### src/hw/rtl/ubx_nfs_pkg.sv
`timescale 1ns / 1ps
// ----------------------------------------------------------------------------
// UBX/NMEA frame splitter package
// Parse phases, framing byte codes and the result beat type.
// ----------------------------------------------------------------------------
package ubx_nfs_pkg;

   localparam int unsigned BYTE_W = 8;
   localparam int unsigned LEFT_W = 17;

   localparam logic [BYTE_W-1:0] NMEA_DOLLAR = 8'h24;
   localparam logic [BYTE_W-1:0] NMEA_BANG   = 8'h21;
   localparam logic [BYTE_W-1:0] NMEA_STAR   = 8'h2A;
   localparam logic [BYTE_W-1:0] NMEA_CTRL   = 8'h20;
   localparam logic [BYTE_W-1:0] UBX_SYNC1   = 8'hB5;

   localparam logic KIND_NMEA = 1'b0;
   localparam logic KIND_UBX  = 1'b1;

   localparam logic [LEFT_W-1:0] HEAD_SYNC2  = 17'd4;
   localparam logic [LEFT_W-1:0] HEAD_LENLO  = 17'd1;
   localparam logic [LEFT_W-1:0] LEFT_CK_A   = 17'd2;
   localparam logic [LEFT_W-1:0] LEFT_CK_B   = 17'd1;

   typedef enum logic [2:0] {
      PH_IDLE      = 3'd0,
      PH_NMEA_BODY = 3'd1,
      PH_NMEA_CK1  = 3'd2,
      PH_NMEA_CK2  = 3'd3,
      PH_UBX_HEAD  = 3'd4,
      PH_UBX_LENHI = 3'd5,
      PH_UBX_BODY  = 3'd6
   } phase_type;

   typedef struct packed {
      logic [BYTE_W-1:0] out_byte;
      logic              frame_kind;
      logic              frame_first;
      logic              frame_last;
      logic              checksum_good;
   } rsp_item_type;

endpackage

### src/hw/rtl/ubx_nfs_if.sv
`timescale 1ns / 1ps
// ----------------------------------------------------------------------------
// UBX/NMEA frame splitter channels
// Valid/ready byte channel in and frame beat channel out.
// ----------------------------------------------------------------------------
interface ubx_nfs_req_if;
   logic                           valid;
   logic                           ready;
   logic [ubx_nfs_pkg::BYTE_W-1:0] data_byte;

   modport source (output valid, output data_byte, input ready);
   modport sink   (input valid, input data_byte, output ready);
endinterface

interface ubx_nfs_rsp_if;
   logic                           valid;
   logic                           ready;
   logic [ubx_nfs_pkg::BYTE_W-1:0] out_byte;
   logic                           frame_kind;
   logic                           frame_first;
   logic                           frame_last;
   logic                           checksum_good;

   modport source (output valid, output out_byte, output frame_kind,
                   output frame_first, output frame_last, output checksum_good,
                   input ready);
   modport sink   (input valid, input out_byte, input frame_kind,
                   input frame_first, input frame_last, input checksum_good,
                   output ready);
endinterface

### src/hw/rtl/ubx_nmea_frame_splitter_core.sv
`timescale 1ns / 1ps
// ----------------------------------------------------------------------------
// UBX/NMEA frame splitter core
// Path: an accepted byte passes the input register, the parse logic and the result register before it
// shows on the result channel. Throughput: one byte per cycle while the result channel is not stalled,
// set by the single parse stage between the input register and the result register.
// Reset: synchronous; parser returns to hunting, both registers empty.
// ----------------------------------------------------------------------------
module ubx_nmea_frame_splitter_core (
   input  logic           clock,
   input  logic           reset,
   ubx_nfs_req_if.sink    req_chan,
   ubx_nfs_rsp_if.source  rsp_chan
);

   logic                                   in_valid_ff;
   logic [ubx_nfs_pkg::BYTE_W-1:0]         in_byte_ff;
   logic                                   out_valid_ff;
   ubx_nfs_pkg::rsp_item_type              out_item_ff;

   ubx_nfs_pkg::phase_type                 phase_ff, phase_in;
   logic [ubx_nfs_pkg::LEFT_W-1:0]         left_ff, left_in;
   logic [ubx_nfs_pkg::BYTE_W-1:0]         len_lo_ff, len_lo_in;
   logic [ubx_nfs_pkg::BYTE_W-1:0]         sum_a_ff, sum_a_in;
   logic [ubx_nfs_pkg::BYTE_W-1:0]         sum_b_ff, sum_b_in;
   logic                                   ck_a_ok_ff, ck_a_ok_in;

   logic [ubx_nfs_pkg::BYTE_W-1:0]         add_a;
   logic [ubx_nfs_pkg::BYTE_W-1:0]         add_b;
   logic                                   emit;
   ubx_nfs_pkg::rsp_item_type              res;
   logic                                   out_load;
   logic                                   parse_go;

   assign out_load       = !out_valid_ff || rsp_chan.ready;
   assign parse_go       = in_valid_ff && out_load;
   assign req_chan.ready = !in_valid_ff || out_load;

   assign add_a = sum_a_ff + in_byte_ff;
   assign add_b = sum_b_ff + add_a;

   always_comb begin
      phase_in   = phase_ff;
      left_in    = left_ff;
      len_lo_in  = len_lo_ff;
      sum_a_in   = sum_a_ff;
      sum_b_in   = sum_b_ff;
      ck_a_ok_in = ck_a_ok_ff;
      emit       = 1'b0;
      res        = '{out_byte:      in_byte_ff,
                     frame_kind:    ubx_nfs_pkg::KIND_NMEA,
                     frame_first:   1'b0,
                     frame_last:    1'b0,
                     checksum_good: 1'b0};
      unique case (phase_ff)
         ubx_nfs_pkg::PH_IDLE: begin
            if (in_byte_ff == ubx_nfs_pkg::NMEA_DOLLAR ||
                in_byte_ff == ubx_nfs_pkg::NMEA_BANG) begin
               phase_in        = ubx_nfs_pkg::PH_NMEA_BODY;
               emit            = 1'b1;
               res.frame_first = 1'b1;
            end else if (in_byte_ff == ubx_nfs_pkg::UBX_SYNC1) begin
               phase_in        = ubx_nfs_pkg::PH_UBX_HEAD;
               left_in         = ubx_nfs_pkg::HEAD_SYNC2;
               sum_a_in        = '0;
               sum_b_in        = '0;
               ck_a_ok_in      = 1'b0;
               emit            = 1'b1;
               res.frame_kind  = ubx_nfs_pkg::KIND_UBX;
               res.frame_first = 1'b1;
            end
         end
         ubx_nfs_pkg::PH_NMEA_BODY: begin
            if (in_byte_ff < ubx_nfs_pkg::NMEA_CTRL) begin
               phase_in = ubx_nfs_pkg::PH_NMEA_CK1;
            end else begin
               emit = 1'b1;
               if (in_byte_ff == ubx_nfs_pkg::NMEA_STAR) begin
                  phase_in = ubx_nfs_pkg::PH_NMEA_CK1;
               end
            end
         end
         ubx_nfs_pkg::PH_NMEA_CK1: begin
            phase_in = ubx_nfs_pkg::PH_NMEA_CK2;
            emit     = 1'b1;
         end
         ubx_nfs_pkg::PH_NMEA_CK2: begin
            phase_in       = ubx_nfs_pkg::PH_IDLE;
            emit           = 1'b1;
            res.frame_last = 1'b1;
         end
         ubx_nfs_pkg::PH_UBX_HEAD: begin
            emit           = 1'b1;
            res.frame_kind = ubx_nfs_pkg::KIND_UBX;
            if (left_ff != ubx_nfs_pkg::HEAD_SYNC2) begin
               sum_a_in = add_a;
               sum_b_in = add_b;
            end
            if (left_ff <= ubx_nfs_pkg::HEAD_LENLO) begin
               len_lo_in = in_byte_ff;
               phase_in  = ubx_nfs_pkg::PH_UBX_LENHI;
               left_in   = '0;
            end else begin
               left_in = left_ff - 1'b1;
            end
         end
         ubx_nfs_pkg::PH_UBX_LENHI: begin
            emit           = 1'b1;
            res.frame_kind = ubx_nfs_pkg::KIND_UBX;
            sum_a_in       = add_a;
            sum_b_in       = add_b;
            left_in        = {1'b0, in_byte_ff, len_lo_ff} + ubx_nfs_pkg::LEFT_CK_A;
            phase_in       = ubx_nfs_pkg::PH_UBX_BODY;
         end
         ubx_nfs_pkg::PH_UBX_BODY: begin
            emit           = 1'b1;
            res.frame_kind = ubx_nfs_pkg::KIND_UBX;
            priority if (left_ff > ubx_nfs_pkg::LEFT_CK_A) begin
               sum_a_in = add_a;
               sum_b_in = add_b;
               left_in  = left_ff - 1'b1;
            end else if (left_ff == ubx_nfs_pkg::LEFT_CK_A) begin
               ck_a_ok_in = (in_byte_ff == sum_a_ff);
               left_in    = ubx_nfs_pkg::LEFT_CK_B;
            end else begin
               res.frame_last    = 1'b1;
               res.checksum_good = ck_a_ok_ff && (in_byte_ff == sum_b_ff);
               phase_in          = ubx_nfs_pkg::PH_IDLE;
               left_in           = '0;
            end
         end
         default: begin
            phase_in = ubx_nfs_pkg::PH_IDLE;
            left_in  = '0;
         end
      endcase
   end

   // input register
   always_ff @(posedge clock) begin
      if (reset) begin
         in_valid_ff <= 1'b0;
      end else if (req_chan.ready) begin
         in_valid_ff <= req_chan.valid;
      end
      if (req_chan.valid && req_chan.ready) begin
         in_byte_ff <= req_chan.data_byte;
      end
   end

   // parser state: advance only when the byte leaves the input register
   always_ff @(posedge clock) begin
      if (reset) begin
         phase_ff   <= ubx_nfs_pkg::PH_IDLE;
         left_ff    <= '0;
         len_lo_ff  <= '0;
         sum_a_ff   <= '0;
         sum_b_ff   <= '0;
         ck_a_ok_ff <= 1'b0;
      end else if (parse_go) begin
         phase_ff   <= phase_in;
         left_ff    <= left_in;
         len_lo_ff  <= len_lo_in;
         sum_a_ff   <= sum_a_in;
         sum_b_ff   <= sum_b_in;
         ck_a_ok_ff <= ck_a_ok_in;
      end
   end

   // result register
   always_ff @(posedge clock) begin
      if (reset) begin
         out_valid_ff <= 1'b0;
      end else if (out_load) begin
         out_valid_ff <= parse_go && emit;
      end
      if (out_load) begin
         out_item_ff <= res;
      end
   end

   assign rsp_chan.valid         = out_valid_ff;
   assign rsp_chan.out_byte      = out_item_ff.out_byte;
   assign rsp_chan.frame_kind    = out_item_ff.frame_kind;
   assign rsp_chan.frame_first   = out_item_ff.frame_first;
   assign rsp_chan.frame_last    = out_item_ff.frame_last;
   assign rsp_chan.checksum_good = out_item_ff.checksum_good;

endmodule

### src/flat_wrapper.sv
// flat-port wrapper written by rule: the top's interface ports become plain ports
module ubx_nmea_frame_splitter_core_flat 
  (clock, reset, req_chan_valid, req_chan_data_byte, req_chan_ready, rsp_chan_valid, rsp_chan_out_byte, rsp_chan_frame_kind, rsp_chan_frame_first, rsp_chan_frame_last, rsp_chan_checksum_good, rsp_chan_ready);
  ubx_nfs_req_if req_chan_i ();
  ubx_nfs_rsp_if rsp_chan_i ();
  input  logic clock;
  input  logic reset;
  input wire logic [$bits(req_chan_i.valid)-1:0] req_chan_valid;
  input wire logic [$bits(req_chan_i.data_byte)-1:0] req_chan_data_byte;
  output wire logic [$bits(req_chan_i.ready)-1:0] req_chan_ready;
  output wire logic [$bits(rsp_chan_i.valid)-1:0] rsp_chan_valid;
  output wire logic [$bits(rsp_chan_i.out_byte)-1:0] rsp_chan_out_byte;
  output wire logic [$bits(rsp_chan_i.frame_kind)-1:0] rsp_chan_frame_kind;
  output wire logic [$bits(rsp_chan_i.frame_first)-1:0] rsp_chan_frame_first;
  output wire logic [$bits(rsp_chan_i.frame_last)-1:0] rsp_chan_frame_last;
  output wire logic [$bits(rsp_chan_i.checksum_good)-1:0] rsp_chan_checksum_good;
  input wire logic [$bits(rsp_chan_i.ready)-1:0] rsp_chan_ready;
  assign req_chan_i.valid = req_chan_valid;
  assign req_chan_i.data_byte = req_chan_data_byte;
  assign req_chan_ready = req_chan_i.ready;
  assign rsp_chan_valid = rsp_chan_i.valid;
  assign rsp_chan_out_byte = rsp_chan_i.out_byte;
  assign rsp_chan_frame_kind = rsp_chan_i.frame_kind;
  assign rsp_chan_frame_first = rsp_chan_i.frame_first;
  assign rsp_chan_frame_last = rsp_chan_i.frame_last;
  assign rsp_chan_checksum_good = rsp_chan_i.checksum_good;
  assign rsp_chan_i.ready = rsp_chan_ready;
  ubx_nmea_frame_splitter_core u_core (.clock(clock), .reset(reset), .req_chan(req_chan_i), .rsp_chan(rsp_chan_i));
endmodule
### config.mk
export PLATFORM = sky130hd
export DESIGN_NAME = ubx_nmea_frame_splitter_core_flat
export DESIGN_NICKNAME = d
export VERILOG_FILES = /design/src/hw/rtl/ubx_nfs_pkg.sv /design/src/hw/rtl/ubx_nfs_if.sv /design/src/hw/rtl/ubx_nmea_frame_splitter_core.sv /design/src/flat_wrapper.sv
export SDC_FILE = /design/constraint.sdc
export NUM_CORES = 1
export LEC_CHECK = 0
export BUFFER_PORTS_ARGS = -buffer_cell sky130_fd_sc_hd__buf_2
export CAP_MARGIN = 20
export CELL_PAD_IN_SITES_DETAIL_PLACEMENT = 0
export CELL_PAD_IN_SITES_GLOBAL_PLACEMENT = 1
export CORE_MARGIN = 4
export CORE_UTILIZATION = 42
export CTS_CLUSTER_DIAMETER = 50
export DETAILED_ROUTE_END_ITERATION = 10
export PLACE_DENSITY_LB_ADDON = 0.12
export SLEW_MARGIN = 10
export SYNTH_ARGS = -nofsm -noshare
export SYNTH_HDL_FRONTEND = slang
export SYNTH_SLANG_ARGS = --single-unit
export TNS_END_PERCENT = 10
### constraint.sdc
create_clock -name clock -period 3.3 [get_ports clock]
set_input_delay 0.66 -clock clock [delete_from_list [all_inputs] [get_ports clock]]
set_output_delay 0.66 -clock clock [all_outputs]
set_load 0.03 [all_outputs]
==> impl_metrics.env <==
export IMPL_cts_max_path_buffers=2
export IMPL_critPathMaxStageDelay_ps=410
export IMPL_hold_path_class="register to register"
export IMPL_drt_first_pass_iters=4
export IMPL_hpwl_mm=7.443
export IMPL_irDropWorstVdd_mv=0.2490
export IMPL_core_region_area_um2=9284
export IMPL_vias=3446
export IMPL_syn_nets=504
export IMPL_drv_slew=0
export IMPL_cp_arrival_ps=3350
export IMPL_cts_buffers=9
export IMPL_grt_overflow_total=0
export IMPL_finClkSkew_ps=19.44
export IMPL_grt_pass1_wl_mm=16.74
export IMPL_max_slew_worst_pin_slew_ps=947.2
export IMPL_wl_per_cell_um=16.61
export IMPL_io_pins=26
export IMPL_maxCapViolCount=0
export IMPL_fin_tns_setup_ps=0
export IMPL_setup_slack_ps=213.2
export IMPL_grt_pass1_vias=3163
export IMPL_crit_fanout=3
export IMPL_die_area_um2=11180
export IMPL_finalSetupViolCount=0
export IMPL_worstPathCellList="ha_1, fa_2, a21o_1, a21oi_2, o21bai_1, a21oi_1, xnor2_1, ha_1, o41ai_1, xnor2_1, or4_1, a31oi_1"
export IMPL_synth_flop_cell="dfxtp_1"
export IMPL_cts_tree="done"
export IMPL_avgSynthCellArea_um2=8.517
export IMPL_synth_most_common_cell="a21oi_1"
export IMPL_nets=527
export IMPL_die_w_um=105.7
export IMPL_min_period_ps=3087
export IMPL_power_total_uw=1712
export IMPL_synth_cell_type_count=55
export IMPL_synth_area_leader_cell="dfxtp_1"
export IMPL_grt_use_total_pct=19.05
export IMPL_clock_latency_ps=350
export IMPL_fmax_mhz=324.0
export IMPL_critPathTopFamily="compound AO/OA/AOI/OAI gates"
export IMPL_synth_edf_count=20
export IMPL_root_buffer="clkbuf_8"
export IMPL_drtIter0Drc=163
export IMPL_dp_slack_ps=125.8
export IMPL_viasPerCell=5.487
export IMPL_syn_instance_count=471
export IMPL_synthTopCellsByCount="54 x a21oi_1, 47 x dfxtp_1, 44 x nand2_1"
export IMPL_holdWs_ps=464.0
export IMPL_rsz0062_at_grt="no"
export IMPL_worstSetupPathType="register to register"
export IMPL_synth_area_leaders="dfxtp_1 23%, edfxtp_1 15%, a21oi_1 6.7%"
export IMPL_synth_area_um2=4011
export IMPL_relSlewSlack_pct=36.85
export IMPL_ant_nets=0
export IMPL_die_h_um=105.7
export IMPL_synth_seq_area_share_pct=38.43
export IMPL_antenna_found_initial=0
export IMPL_fin_util_pct=48.41
export IMPL_leakage_uw=0.001753
export IMPL_wirelength_mm=10.43
export IMPL_cp_num_buf_inv=0
export IMPL_cts_sinks=67
export IMPL_core_rowCount=35
export IMPL_drc=0
export IMPL_powerDensity_nw_per_um2=380.8
export IMPL_grt_max_degree=48
export IMPL_startpoint_type="register"
export IMPL_yosys_warnings=0
export IMPL_syn_to_final_growth_pct=12.04
export IMPL_drive_gt1_share_pct=13.43
export IMPL_portBuffers=25
export IMPL_cpMaxStageDelayCell="or4_1"
export IMPL_synth_top_area_share_pct=23.46
export IMPL_hold_viol_final=0
export IMPL_htree_levels=3
export IMPL_crit_path_end_kind="register"
export IMPL_initial_core_util_pct=43.21
export IMPL_antenna_cells=0
export IMPL_finalCritPeriodShare_pct=93.54
export IMPL_clk_pin_slew_ps=80
export IMPL_synthArstFlopShare_pct=0
export IMPL_synth_seq_cells=67
export IMPL_cp_data_required_time_ps=3560
export IMPL_place_congestion=0.8440
export IMPL_n_fill_cell=943
export IMPL_outcome="completed"
cell usage in the layout, fill, tap and decap left out, drive strengths merged, types with 3 or more instances in the layout:
master  instances
inv            15
and3            7
edfxtp         20
or2             5
ha             19
dfxtp          47
nor2           43
a21oi          54
clkbuf          9
buf            39
xnor2          18
a31oi           6
nor3b           4
nand3          22
and4            3
or4             4
nand4           5
nand2          44
nor3           24
mux2i          10
a21o            4
nor4            9
o21ai          19
xor2           15
or3             6
a211oi          6
nor2b          10
power by group:
| part | leakage [µW] | internal, µW | switching, µW |
|---|---|---|---|
| Sequential | 0.000591 | 858 | 12.6 |
| Clock | 0.0000988 | 362 | 374 |
| Combinational | 0.00106 | 37.2 | 66.7 |
| Total | 0.00175 | 1260 | 454 |
metal layers:
layer  GRT usage [%]  up-vias  part of all wire (%)  wire [µm]
met1           25.88     1607                    48       5013
met3           4.409        8                   4.9        516
met2           30.51       82                    46       4800
met5               0        -                     0          0
li1                -     1749                     -          -
met4           4.903        0                  0.95         99
cells by family after synthesis:
group,synth area share (%)
AOI/OAI and AO/OA,16.31
xor gates and xnor gates,7.205
adders and majority gates,6.925
buffers and inverters,4.055
DFF,38.43
muxes,2.495
and+or+nand+nor,24.58
worst min-delay path, delay by kind of cell, from the launching register on:
kind               cells  cell delay (ps)
AOI/OAI and AO/OA      1               50
DFF                    1              320
and+or+nand+nor        1               50
through the flow:
stage | area (µm²) | instances
finish | 4494 | 628
global route | 4494 | 628
CTS | 4488 | 628
detailed placement | 4282 | 612
global placement | 4282 | 612
floorplan | 4011 | 471
layout make-up:
| cell class | count | area, µm² | share of cell area [%] |
|---|---|---|---|
| Inverter | 11 | 41.29 | 0.9187 |
| Clock inverter | 7 | 82.58 | 1.837 |
| Multi-Input combinational cell | 366 | 2313 | 51.48 |
| Tap cell | 129 | 161.4 | 3.591 |
| Clock buffer | 9 | 123.9 | 2.756 |
| Sequential cell | 67 | 1541 | 34.30 |
| Timing Repair Buffer | 39 | 230.2 | 5.122 |
path summary, 6_finish.rpt:
check	start	endpoint	slack [ps]	cells after the start
setup / recovery	u_core.in_byte_ff[0]	u_core.sum_b_ff[7]	210	12
hold / removal	u_core.sum_a_ff[5]	u_core.sum_a_ff[5]	460	2
setup reg to reg	u_core.in_byte_ff[0]	u_core.sum_b_ff[7]	210	12
hold reg to reg	u_core.sum_a_ff[5]	u_core.sum_a_ff[5]	460	2
timing repair:
| action | in CTS | in global routing |
|---|---|---|
| setup buffers | 0 | 0 |
| setup endpoints to repair | 0 | 1 |
| gates resized for setup | 0 | 2 |
| hold buffers | 0 | 0 |
sequential cells by signal, summed over array words and instances (netlist names), 3 cells and up:
register                  flops
u_core.left_ff               17
u_core.sum_a_ff               8
u_core.len_lo_ff              8
u_core.sum_b_ff               8
u_core.phase_ff               3
u_core.in_byte_ff             8
u_core.rsp_chan.out_byte      8
(Power assumes the default switching activity.)
